==> config.mk <==
export PLATFORM = sky130hd
export DESIGN_NAME = button_click_longpress_detector_unit
export DESIGN_NICKNAME = d
export VERILOG_FILES = /design/src/rtl/bcld_pkg.sv /design/src/rtl/bcld_core.sv /design/src/rtl/button_click_longpress_detector_unit.sv
export SDC_FILE = /design/constraint.sdc
export NUM_CORES = 1
export LEC_CHECK = 0
export ABC_AREA = 1
export ABC_CLOCK_PERIOD_IN_PS = 12400
export BUFFER_PORTS_ARGS = -buffer_cell sky130_fd_sc_hd__buf_2
export CORE_MARGIN = 5
export CORE_UTILIZATION = 32
export CTS_BUF_LIST = sky130_fd_sc_hd__clkbuf_16
export DETAILED_ROUTE_END_ITERATION = 8
export PLACE_DENSITY_LB_ADDON = 0.3
export RECOVER_POWER = 50
export SYNTH_ARGS = -nofsm -noshare
export SYNTH_HDL_FRONTEND = slang
export SYNTH_HIERARCHICAL = 1
export SYNTH_SLANG_ARGS = --single-unit
==> constraint.sdc <==
create_clock -name clk -period 12.4 [get_ports clk]
set_clock_uncertainty 0.1 [all_clocks]
set_input_delay 0 -clock clk [delete_from_list [all_inputs] [get_ports clk]]
set_output_delay 0 -clock clk [all_outputs]
set_load 0.005 [all_outputs]
==> src/rtl/bcld_pkg.sv <==
`timescale 1ns / 1ps
`default_nettype none
// ----------------------------------------------------------------------------
// bcld_pkg
// Shared types and codes for the button click / long-press detector.
// ----------------------------------------------------------------------------
package bcld_pkg;

	// Event codes reported with each word
	typedef enum logic [2:0] {
		EV_NONE    = 3'd0,
		EV_PRESS   = 3'd1,
		EV_RELEASE = 3'd2,
		EV_CLICKS  = 3'd3,
		EV_LONG    = 3'd4
	} event_kind_t;

	// Configuration register indexes
	localparam logic [7:0] REG_SETTLE_TIME    = 8'd0;
	localparam logic [7:0] REG_LONG_THRESHOLD = 8'd1;
	localparam logic [7:0] REG_CLICK_GAP      = 8'd2;
	localparam logic [7:0] REG_REPEAT_IVL     = 8'd3;

	// Register reset values
	localparam logic [15:0] SETTLE_TIME_RST    = 16'd10;
	localparam logic [15:0] LONG_THRESHOLD_RST = 16'd1000;
	localparam logic [15:0] CLICK_GAP_RST      = 16'd200;
	localparam logic [15:0] REPEAT_IVL_RST     = 16'd100;

	// Saturation limits
	localparam logic [7:0]  CLICK_MAX = 8'hFF;
	localparam logic [15:0] HOLD_MAX  = 16'hFFFF;

	typedef struct packed {
		logic [15:0] settle_time;
		logic [15:0] long_press_threshold;
		logic [15:0] click_gap;
		logic [15:0] repeat_interval;
	} cfg_t;

	typedef struct packed {
		logic        button_state;
		logic [15:0] event_count;
		event_kind_t event_kind;
	} result_t;

endpackage
`default_nettype wire

==> src/rtl/bcld_core.sv <==
`timescale 1ns / 1ps
`default_nettype none
// ----------------------------------------------------------------------------
// bcld_core
// Debounce, click burst and long-press state with one-poll update logic.
// ----------------------------------------------------------------------------
module bcld_core
	import bcld_pkg::*;
#(
	parameter int TIME_WIDTH = 32
) (
	input  wire logic                  clk,
	input  wire logic                  arst_n,
	input  wire logic                  en,
	input  wire logic [TIME_WIDTH-1:0] now,
	input  wire logic                  sample,
	input  cfg_t                       cfg,
	output result_t                    res
);

	logic                  stable_q, pend_q;
	logic [TIME_WIDTH-1:0] pend_start_q, press_stamp_q, release_stamp_q, repeat_stamp_q;
	logic [15:0]           hold_q;
	logic [7:0]            click_q;

	logic                  stable_d, pend_d;
	logic [TIME_WIDTH-1:0] pend_start_d, press_stamp_d, release_stamp_d, repeat_stamp_d;
	logic [15:0]           hold_d;
	logic [7:0]            click_d;
	event_kind_t           kind;
	logic [15:0]           count;

	// Evaluate one poll against the current state
	always_comb begin
		stable_d        = stable_q;
		pend_d          = pend_q;
		pend_start_d    = pend_start_q;
		press_stamp_d   = press_stamp_q;
		release_stamp_d = release_stamp_q;
		repeat_stamp_d  = repeat_stamp_q;
		hold_d          = hold_q;
		click_d         = click_q;
		kind            = EV_NONE;
		count           = '0;

		// Debounce: commit a re-sampled level after the settle wait
		if (pend_q) begin
			if ((now - pend_start_q) >= TIME_WIDTH'(cfg.settle_time)) begin
				if (sample != stable_q) begin
					if (sample) begin
						press_stamp_d = now;
						kind          = EV_PRESS;
					end else begin
						release_stamp_d = now;
						kind            = EV_RELEASE;
						hold_d          = '0;
						if ((now - press_stamp_q) < TIME_WIDTH'(cfg.long_press_threshold)) begin
							if (click_q != CLICK_MAX) click_d = click_q + 8'd1;
						end else begin
							click_d = '0;
						end
					end
				end
				stable_d = sample;
				pend_d   = 1'b0;
			end
		end else if (sample != stable_q) begin
			pend_start_d = now;
			pend_d       = 1'b1;
		end

		// Long-press ticks while held, click report while released
		if (stable_d) begin
			if (hold_d == '0) begin
				if ((now - press_stamp_d) > TIME_WIDTH'(cfg.long_press_threshold)) begin
					hold_d         = 16'd1;
					repeat_stamp_d = now;
					kind           = EV_LONG;
					count          = 16'd1;
				end
			end else if ((now - repeat_stamp_d) > TIME_WIDTH'(cfg.repeat_interval)) begin
				repeat_stamp_d = now;
				if (hold_d != HOLD_MAX) hold_d = hold_d + 16'd1;
				kind  = EV_LONG;
				count = hold_d;
			end
		end else if (click_d != '0 && (now - release_stamp_d) > TIME_WIDTH'(cfg.click_gap)) begin
			kind    = EV_CLICKS;
			count   = {8'd0, click_d};
			click_d = '0;
		end

		res.event_kind   = kind;
		res.event_count  = count;
		res.button_state = stable_d;
	end

	// Advance state on each processed poll
	always_ff @(posedge clk or negedge arst_n) begin
		if (!arst_n) begin
			stable_q        <= 1'b0;
			pend_q          <= 1'b0;
			pend_start_q    <= '0;
			press_stamp_q   <= '0;
			release_stamp_q <= '0;
			repeat_stamp_q  <= '0;
			hold_q          <= '0;
			click_q         <= '0;
		end else if (en) begin
			stable_q        <= stable_d;
			pend_q          <= pend_d;
			pend_start_q    <= pend_start_d;
			press_stamp_q   <= press_stamp_d;
			release_stamp_q <= release_stamp_d;
			repeat_stamp_q  <= repeat_stamp_d;
			hold_q          <= hold_d;
			click_q         <= click_d;
		end
	end

endmodule
`default_nettype wire

==> src/rtl/button_click_longpress_detector_unit.sv <==
`timescale 1ns / 1ps
`default_nettype none
// ----------------------------------------------------------------------------
// button_click_longpress_detector_unit
// Debounced button with press/release, multi-click and long-press events.
// ----------------------------------------------------------------------------
// Usage:
//   s_* channel: one poll word per handshake (tick counter value, raw pin,
//   pin active low). m_* channel: exactly one result word per poll (event
//   kind, event count, debounced state). cfg_* channel: register writes,
//   always ready; indexes above 3 are dropped. Write only while idle.
//   Path: a poll passes the input register, then the result register, on
//   its way to m_* (one input register, one result register). Throughput:
//   one poll per cycle while m_tready keeps the result register draining;
//   the debounce/click/hold update is a single pass of subtract and compare
//   logic from the input register into the state and result registers.
//   Reset: state clears to released with no pending change, counts zero,
//   registers return to 10 / 1000 / 200 / 100 ticks.
//   Stall: when m_tready is low the result word holds, the input register
//   keeps one more poll, then s_tready drops until the result is taken.
//   Only the low TIME_WIDTH bits of the tick counter are used; differences
//   wrap modulo 2^TIME_WIDTH.
// ----------------------------------------------------------------------------
module button_click_longpress_detector_unit
	import bcld_pkg::*;
#(
	parameter int TIME_WIDTH = 32
) (
	input  wire logic        clk,
	input  wire logic        arst_n,
	input  wire logic        s_tvalid,
	output logic             s_tready,
	input  wire logic [39:0] s_tdata,   // [31:0] time_now, [32] pin_level, rest zero
	output logic             m_tvalid,
	input  wire logic        m_tready,
	output logic [23:0]      m_tdata,   // [2:0] event_kind, [18:3] event_count,
	                                    // [19] button_state, rest zero
	input  wire logic        cfg_valid,
	output logic             cfg_ready,
	input  wire logic [7:0]  cfg_index,
	input  wire logic [15:0] cfg_data
);

	cfg_t                  cfg_q;
	logic                  valid_s1;
	logic [TIME_WIDTH-1:0] time_s1;
	logic                  sample_s1;
	logic                  out_valid_q;
	result_t               out_q;
	result_t               res;
	logic                  advance;
	logic                  proc;

	assign cfg_ready = 1'b1;

	// Register writes
	always_ff @(posedge clk or negedge arst_n) begin
		if (!arst_n) begin
			cfg_q.settle_time          <= SETTLE_TIME_RST;
			cfg_q.long_press_threshold <= LONG_THRESHOLD_RST;
			cfg_q.click_gap            <= CLICK_GAP_RST;
			cfg_q.repeat_interval      <= REPEAT_IVL_RST;
		end else if (cfg_valid) begin
			unique case (cfg_index)
				REG_SETTLE_TIME:    cfg_q.settle_time          <= cfg_data;
				REG_LONG_THRESHOLD: cfg_q.long_press_threshold <= cfg_data;
				REG_CLICK_GAP:      cfg_q.click_gap            <= cfg_data;
				REG_REPEAT_IVL:     cfg_q.repeat_interval      <= cfg_data;
				default:            ;
			endcase
		end
	end

	// Flow control: result register free or being drained
	assign advance  = !out_valid_q || m_tready;
	assign proc     = valid_s1 && advance;
	assign s_tready = !valid_s1 || advance;

	// Input register
	always_ff @(posedge clk or negedge arst_n) begin
		if (!arst_n) begin
			valid_s1 <= 1'b0;
		end else if (s_tready) begin
			valid_s1 <= s_tvalid;
		end
	end

	always_ff @(posedge clk) begin
		if (s_tready && s_tvalid) begin
			time_s1   <= s_tdata[TIME_WIDTH-1:0];
			sample_s1 <= ~s_tdata[32];
		end
	end

	bcld_core #(
		.TIME_WIDTH(TIME_WIDTH)
	) u_core (
		.clk    (clk),
		.arst_n (arst_n),
		.en     (proc),
		.now    (time_s1),
		.sample (sample_s1),
		.cfg    (cfg_q),
		.res    (res)
	);

	// Result register
	always_ff @(posedge clk or negedge arst_n) begin
		if (!arst_n) begin
			out_valid_q <= 1'b0;
		end else if (advance) begin
			out_valid_q <= valid_s1;
		end
	end

	always_ff @(posedge clk) begin
		if (proc) begin
			out_q <= res;
		end
	end

	assign m_tvalid = out_valid_q;
	assign m_tdata  = {4'd0, out_q.button_state, out_q.event_count, out_q.event_kind};

endmodule
`default_nettype wire

# Word-level counts from Yosys, hierarchy flattened
# Cells that the tools add are included.
[totals] reg_bits=273 inputBits=69 out_inout_bits=27 elab_cells=104
[op_classes] n_addsub=7 order_cmp=5 n_eq_ne=7 mux=47 n_bitwise=2 reduce_logical=17
[ops] operator="$mux W32" count=11
[ops] operator="$mux W16" count=12
[ops] operator="$sub A32 B32 Y32" count=5
[ops] operator="$gt A32 B16 Y1" count=3
[ops] operator="$mux W8" count=9
[ops] operator="$ge A32 B16 Y1" count=1
[ops] operator="$lt A32 B16 Y1" count=1
[ops] operator="$mux W3" count=8
[ops] operator="$add A16 B1 Y16 const B" count=1
[ops] operator="$eq A8 B2 Y1 const B" count=2
[ops] operator="$logic_not A16 Y1" count=1
[ops] operator="$ne A16 B16 Y1 const B" count=1
[ops] operator="$add A8 B1 Y8 const B" count=1
[ops] operator="$eq A8 B1 Y1 const B" count=1
[ops] operator="$logic_not A8 Y1" count=1
[ops] operator="$ne A8 B8 Y1 const B" count=1
[ops] operator="$reduce_and A2 Y1" count=4
[ops] operator="$reduce_bool A8 Y1" count=1
[ops] operator="$mux W1" count=6
[ops] operator="$reduce_and A4 Y1" count=1
[ops] operator="$logic_and A1 B1 Y1" count=3
[ops] operator="$reduce_and A3 Y1" count=1
[ops] operator="$logic_not A1 Y1" count=2
[ops] operator="$logic_or A1 B1 Y1" count=2
[ops] operator="5 further kinds" count=6

# Depth between registers and ports, before layout
[depth] word_depth=11 depth_mapped=62 ltp_nobuf=60

# By module
# The synthesis kept the hierarchy.
[modules_own_cells] module="bcld_core" instances=1 cells_per_inst=3152 area_each_um2=19718.9
[modules_own_cells] module="button_click_longpress_detector_unit" instances=1 cells_per_inst=433 area_each_um2=4878.4

# Worst setup path before layout
# Ideal clock, no wire load.
[synth_timing] path_type="register -> register" start="register time_s1[1]" end="register out_q (netlist bit m_tdata[0]) (data pin)" arrival_ns=6.992 required_ns=12.051 slack_ns=5.059 path_stages_with_launch=58 synth_period_minus_slack_ns=7.341 path_cell_list="edfxtp_1 inv_1 fa_1 inv_1 nand2_1 nand2_1 nand3_1 nand2_1 xor2_1 ha_1 a21oi_1 nor2_1 a211oi_1 nand2_1 nand2_1 nand3_1 nor2_1 nand2_1 [... 22 more ...] ha_1 nand2_1 nor3_1 nor3b_1 nor3b_1 a22oi_1 o2111ai_1 nand2_1 nand2_1 nor2_1 nand3_1 nor2_2 nand3_2 nand2_2 nand2_4 nand2_1 nand2_1 inv_1"
[synth_lines] element="from (decl)" line_no="button_click_longpress_detector_unit.sv:46" source="logic [TIME_WIDTH-1:0] time_s1;"
[synth_lines] element="from (signal assigned)" line_no="button_click_longpress_detector_unit.sv:90" source="time_s1 <= s_tdata[TIME_WIDTH-1:0];"
[synth_lines] element="to (signal assigned)" line_no="button_click_longpress_detector_unit.sv:118" source="out_q <= res;"
[synth_lines] element="to (decl)" line_no="button_click_longpress_detector_unit.sv:49" source="result_t out_q;"

==> flow_metrics.env <==
export IMPL_status="complete, but fails checks"
export IMPL_violations="max-capacitance violations, max-slew violations"
export IMPL_cts_reportedPaths_clkPinSlew_ns=0.07
export IMPL_final_cells=4777
export IMPL_ys_warn_count=6
export IMPL_dp_cells=4643
export IMPL_whs_path_depth=2
export IMPL_die_h_um=287
export IMPL_startpoint_type="flop"
export IMPL_grt_ovfl_total=0
export IMPL_worstSetupPathType="flop to flop"
export IMPL_tightest_slew_ns=4.23
export IMPL_synth_top_area_frac=0.210
export IMPL_drc=0
export IMPL_async_flop_share=0.806
export IMPL_r2r_cells=53
export IMPL_fin_crit_ns=9.08
export IMPL_holdPathEnd="time_s1[13]"
export IMPL_area_growth_pct=13.0
export IMPL_ios=96
export IMPL_p_total_mw=6.48
export IMPL_rows=101
export IMPL_relSlewSlack=-1.82
export IMPL_core_area_um2=76100
export IMPL_hold_path_class="primary input to flop"
export IMPL_drv_cap=4
export IMPL_io_buffer_count=83
export IMPL_power_density_nw_per_um2=233
export IMPL_finalHoldViolCount=0
export IMPL_layout_drive_gt1_share=0.0641
export IMPL_worstPathMaxFanout=34
export IMPL_cts_tree="built"
export IMPL_r2r_end="m_tdata[2]"
export IMPL_clock_fmax_mhz=110
export IMPL_grt_pass1_vias=22200
export IMPL_die_x_um=287
export IMPL_synth_edf_count=53
export IMPL_detail_route_wl_per_cell_um=15.8
export IMPL_numCtsBuffers=35
export IMPL_hp_start="s_tdata[13]"
export IMPL_max_stage_delay_ns=0.53
export IMPL_finalSetupViolCount=0
export IMPL_synthCells=3585
export IMPL_yosysTopAreaCell="dfrtp_1"
export IMPL_critPathRequiredTime_ns=12.59
export IMPL_via_per_inst=4.86
export IMPL_antenna_cells=0
export IMPL_dieArea_um2=82500
export IMPL_worst_ir_drop_vdd_mv=0.105
export IMPL_critPathCaptureType="flop"
export IMPL_root_buffer="clkbuf_16"
export IMPL_grt_pass1_wl_um=120000
export IMPL_clk_latency_ns=0.56
export IMPL_slowest_stage="fa_1"
export IMPL_drt_iter0_drc=1826
export IMPL_cts_buffer_depth=3
export IMPL_clock_sinks=273
export IMPL_place_hpwl_um=59400
export IMPL_crit_top_cell="nand2_1"
export IMPL_start_util=0.323
export IMPL_ys_ff_latch=273
export IMPL_leakagePower_nw=14.4
export IMPL_synth_cell_types=66
export IMPL_htree_levels=2
export IMPL_synth_area_um2=24600
export IMPL_vias=23200
export IMPL_wirelength_um=75300
export IMPL_fin_setup_tns_ns=0
export IMPL_rsz0062_at_grt="no"
export IMPL_worstPathArrival_ns=9.27
export IMPL_grt_max_degree=76
export IMPL_dr_pass1_iters=6
export IMPL_reg2reg_from="time_s1[1]"
export IMPL_r2r_setup_slack_ns=3.32
export IMPL_ant_nets=0
export IMPL_num_nets_final=4027
export IMPL_syn_area_per_cell_um2=6.86
export IMPL_antenna_found_initial=0
export IMPL_finalWeightedCongestion=0.931
export IMPL_grt_use_total=0.180
export IMPL_synth_top_cells_by_area="dfrtp_1 21%, nand2_1 15%, ha_1 12%"
export IMPL_synth_ff_type="dfrtp_1"
export IMPL_period_share=0.732
export IMPL_slew_violations=262
export IMPL_seq_area_frac_synth=0.289
-- kinds of logic (layout without fill, tap and decap cells) --
family,Yosys count,count (layout),synth area share
flip-flops,273,273,0.289
adder cells (fa/ha/maj),238,238,0.123
AND/OR/NAND/NOR,1676,1676,0.296
buffers and inverters,685,844,0.113
other,2,5,0.000305
XOR/XNOR,115,115,0.0409
AO/OA/AOI/OAI,596,596,0.138
-- registers in the layout, indices dropped and copies added, names as in the netlist --
name                    count
m_tdata                    20
u_core/pend_q               1
valid_s1                    1
m_tvalid                    1
u_core/hold_q              16
u_core/stable_q             1
u_core/pend_start_q        32
sample_s1                   1
u_core/release_stamp_q     32
cfg_q                      64
time_s1                    32
u_core/press_stamp_q       32
u_core/click_q              8
u_core/repeat_stamp_q      32
-- through the flow --
stage | hold slack, ns | area (um2) | setup slack [ns] | util
floorplan | -0.396 | 24600 | 5.06 | -
global placement | -0.0371 | 26000 | 3.31 | 0.342
detailed placement | -0.0417 | 26000 | 3.24 | 0.342
CTS | 0.0261 | 27900 | 3.20 | 0.367
global route | 0.0582 | 27800 | 2.43 | 0.365
finish | 0.0627 | 27800 | 3.32 | 0.365
-- how the worst max path moves through the flow --
stage | start | endpoint | slack, ns | cells past startpoint
2_1_floorplan | time_s1[1] | m_tdata[0] | 5.06 | 57
3_3_place_gp | time_s1[1] | m_tdata[2] | 3.31 | 55
3_5_place_dp | time_s1[1] | m_tdata[2] | 3.24 | 55
4_1_cts | time_s1[1] | m_tdata[2] | 3.20 | 55
5_1_grt | time_s1[1] | m_tdata[1] | 2.43 | 55
6_report | time_s1[1] | m_tdata[2] | 3.32 | 53
-- where the power goes --
| group | total [mW] | leakage, nW | switching, mW | internal [mW] |
|---|---|---|---|---|
| registers | 1.34 | 3.11 | 0.164 | 1.17 |
| logic | 4.11 | 10.7 | 2.65 | 1.46 |
| clock network | 1.04 | 0.587 | 0.429 | 0.607 |
| total | 6.48 | 14.4 | 3.24 | 3.24 |
-- timing repair --
| item | CTS | global route |
|---|---|---|
| buffers inserted | 0 | 0 |
| hold buffers | 70 | 0 |
| gates resized for setup | 0 | 0 |
| endpoints found under the hold margin | 186 | 0 |
-- critical path: cells and delay by family, from the launching register on --
family / cells / cell delay, ns
buffers and inverters: 7 / 0.93
flip-flops: 1 / 0.33
XOR/XNOR: 2 / 0.19
AO/OA/AOI/OAI: 5 / 0.87
adder cells (fa/ha/maj): 4 / 1.42
AND/OR/NAND/NOR: 35 / 4.90
-- layer usage --
layer / vias up / global-route usage / wire length [um]
met4: 0 / 0.0498 / 2140
met3: 108 / 0.0172 / 3510
met5: - / 0 / 0
li1: 11900 / - / -
met1: 10700 / 0.248 / 35000
met2: 469 / 0.302 / 34700
-- cell usage in the layout (no fill, tap or decap), types with 69 or more instances in the layout --
| cell type | instances |
|---|---|
| a21oi_1 | 188 |
| o21bai_1 | 74 |
| xor2_1 | 79 |
| inv_1 | 601 |
| nand2_1 | 997 |
| dfrtp_1 | 206 |
| o21ai_0 | 234 |
| nand3_1 | 227 |
| nor2_1 | 228 |
| ha_1 | 233 |
| dlygate4sd3_1 | 69 |
-- layout make-up --
class | count | area (um2)
Sequential cell | 273 | 7110
Timing Repair Buffer | 175 | 1210
Tap cell | 1030 | 1290
Clock inverter | 27 | 225
Inverter | 605 | 2270
Fill cell | 8313 | 48300
Clock buffer | 37 | 926
Multi-Input combinational cell | 2630 | 14800
-- synth_stat cells, types with 8 or more instances --
cell type  number
buf_2          13
ha_1          233
dfrtp_1       206
buf_1           8
edfxtp_1       53
o21ai_0       234
nand3_1       228
buf_6          15
xnor2_1        36
inv_1         595
nor2_2         20
a211oi_1       13
xor2_1         79
nor3_1         38
clkbuf_1       34
nand3b_1       11
nor2_1        228
nand3_2        12
nand4_1        56
nand2_2        35
nor4_1          9
dfstp_2        14
a31oi_1         8
a21oi_1       189
o21ai_1        23
nand2_1       999
o21bai_1       74
No activity file was read; power rests on OpenSTA's default activity.
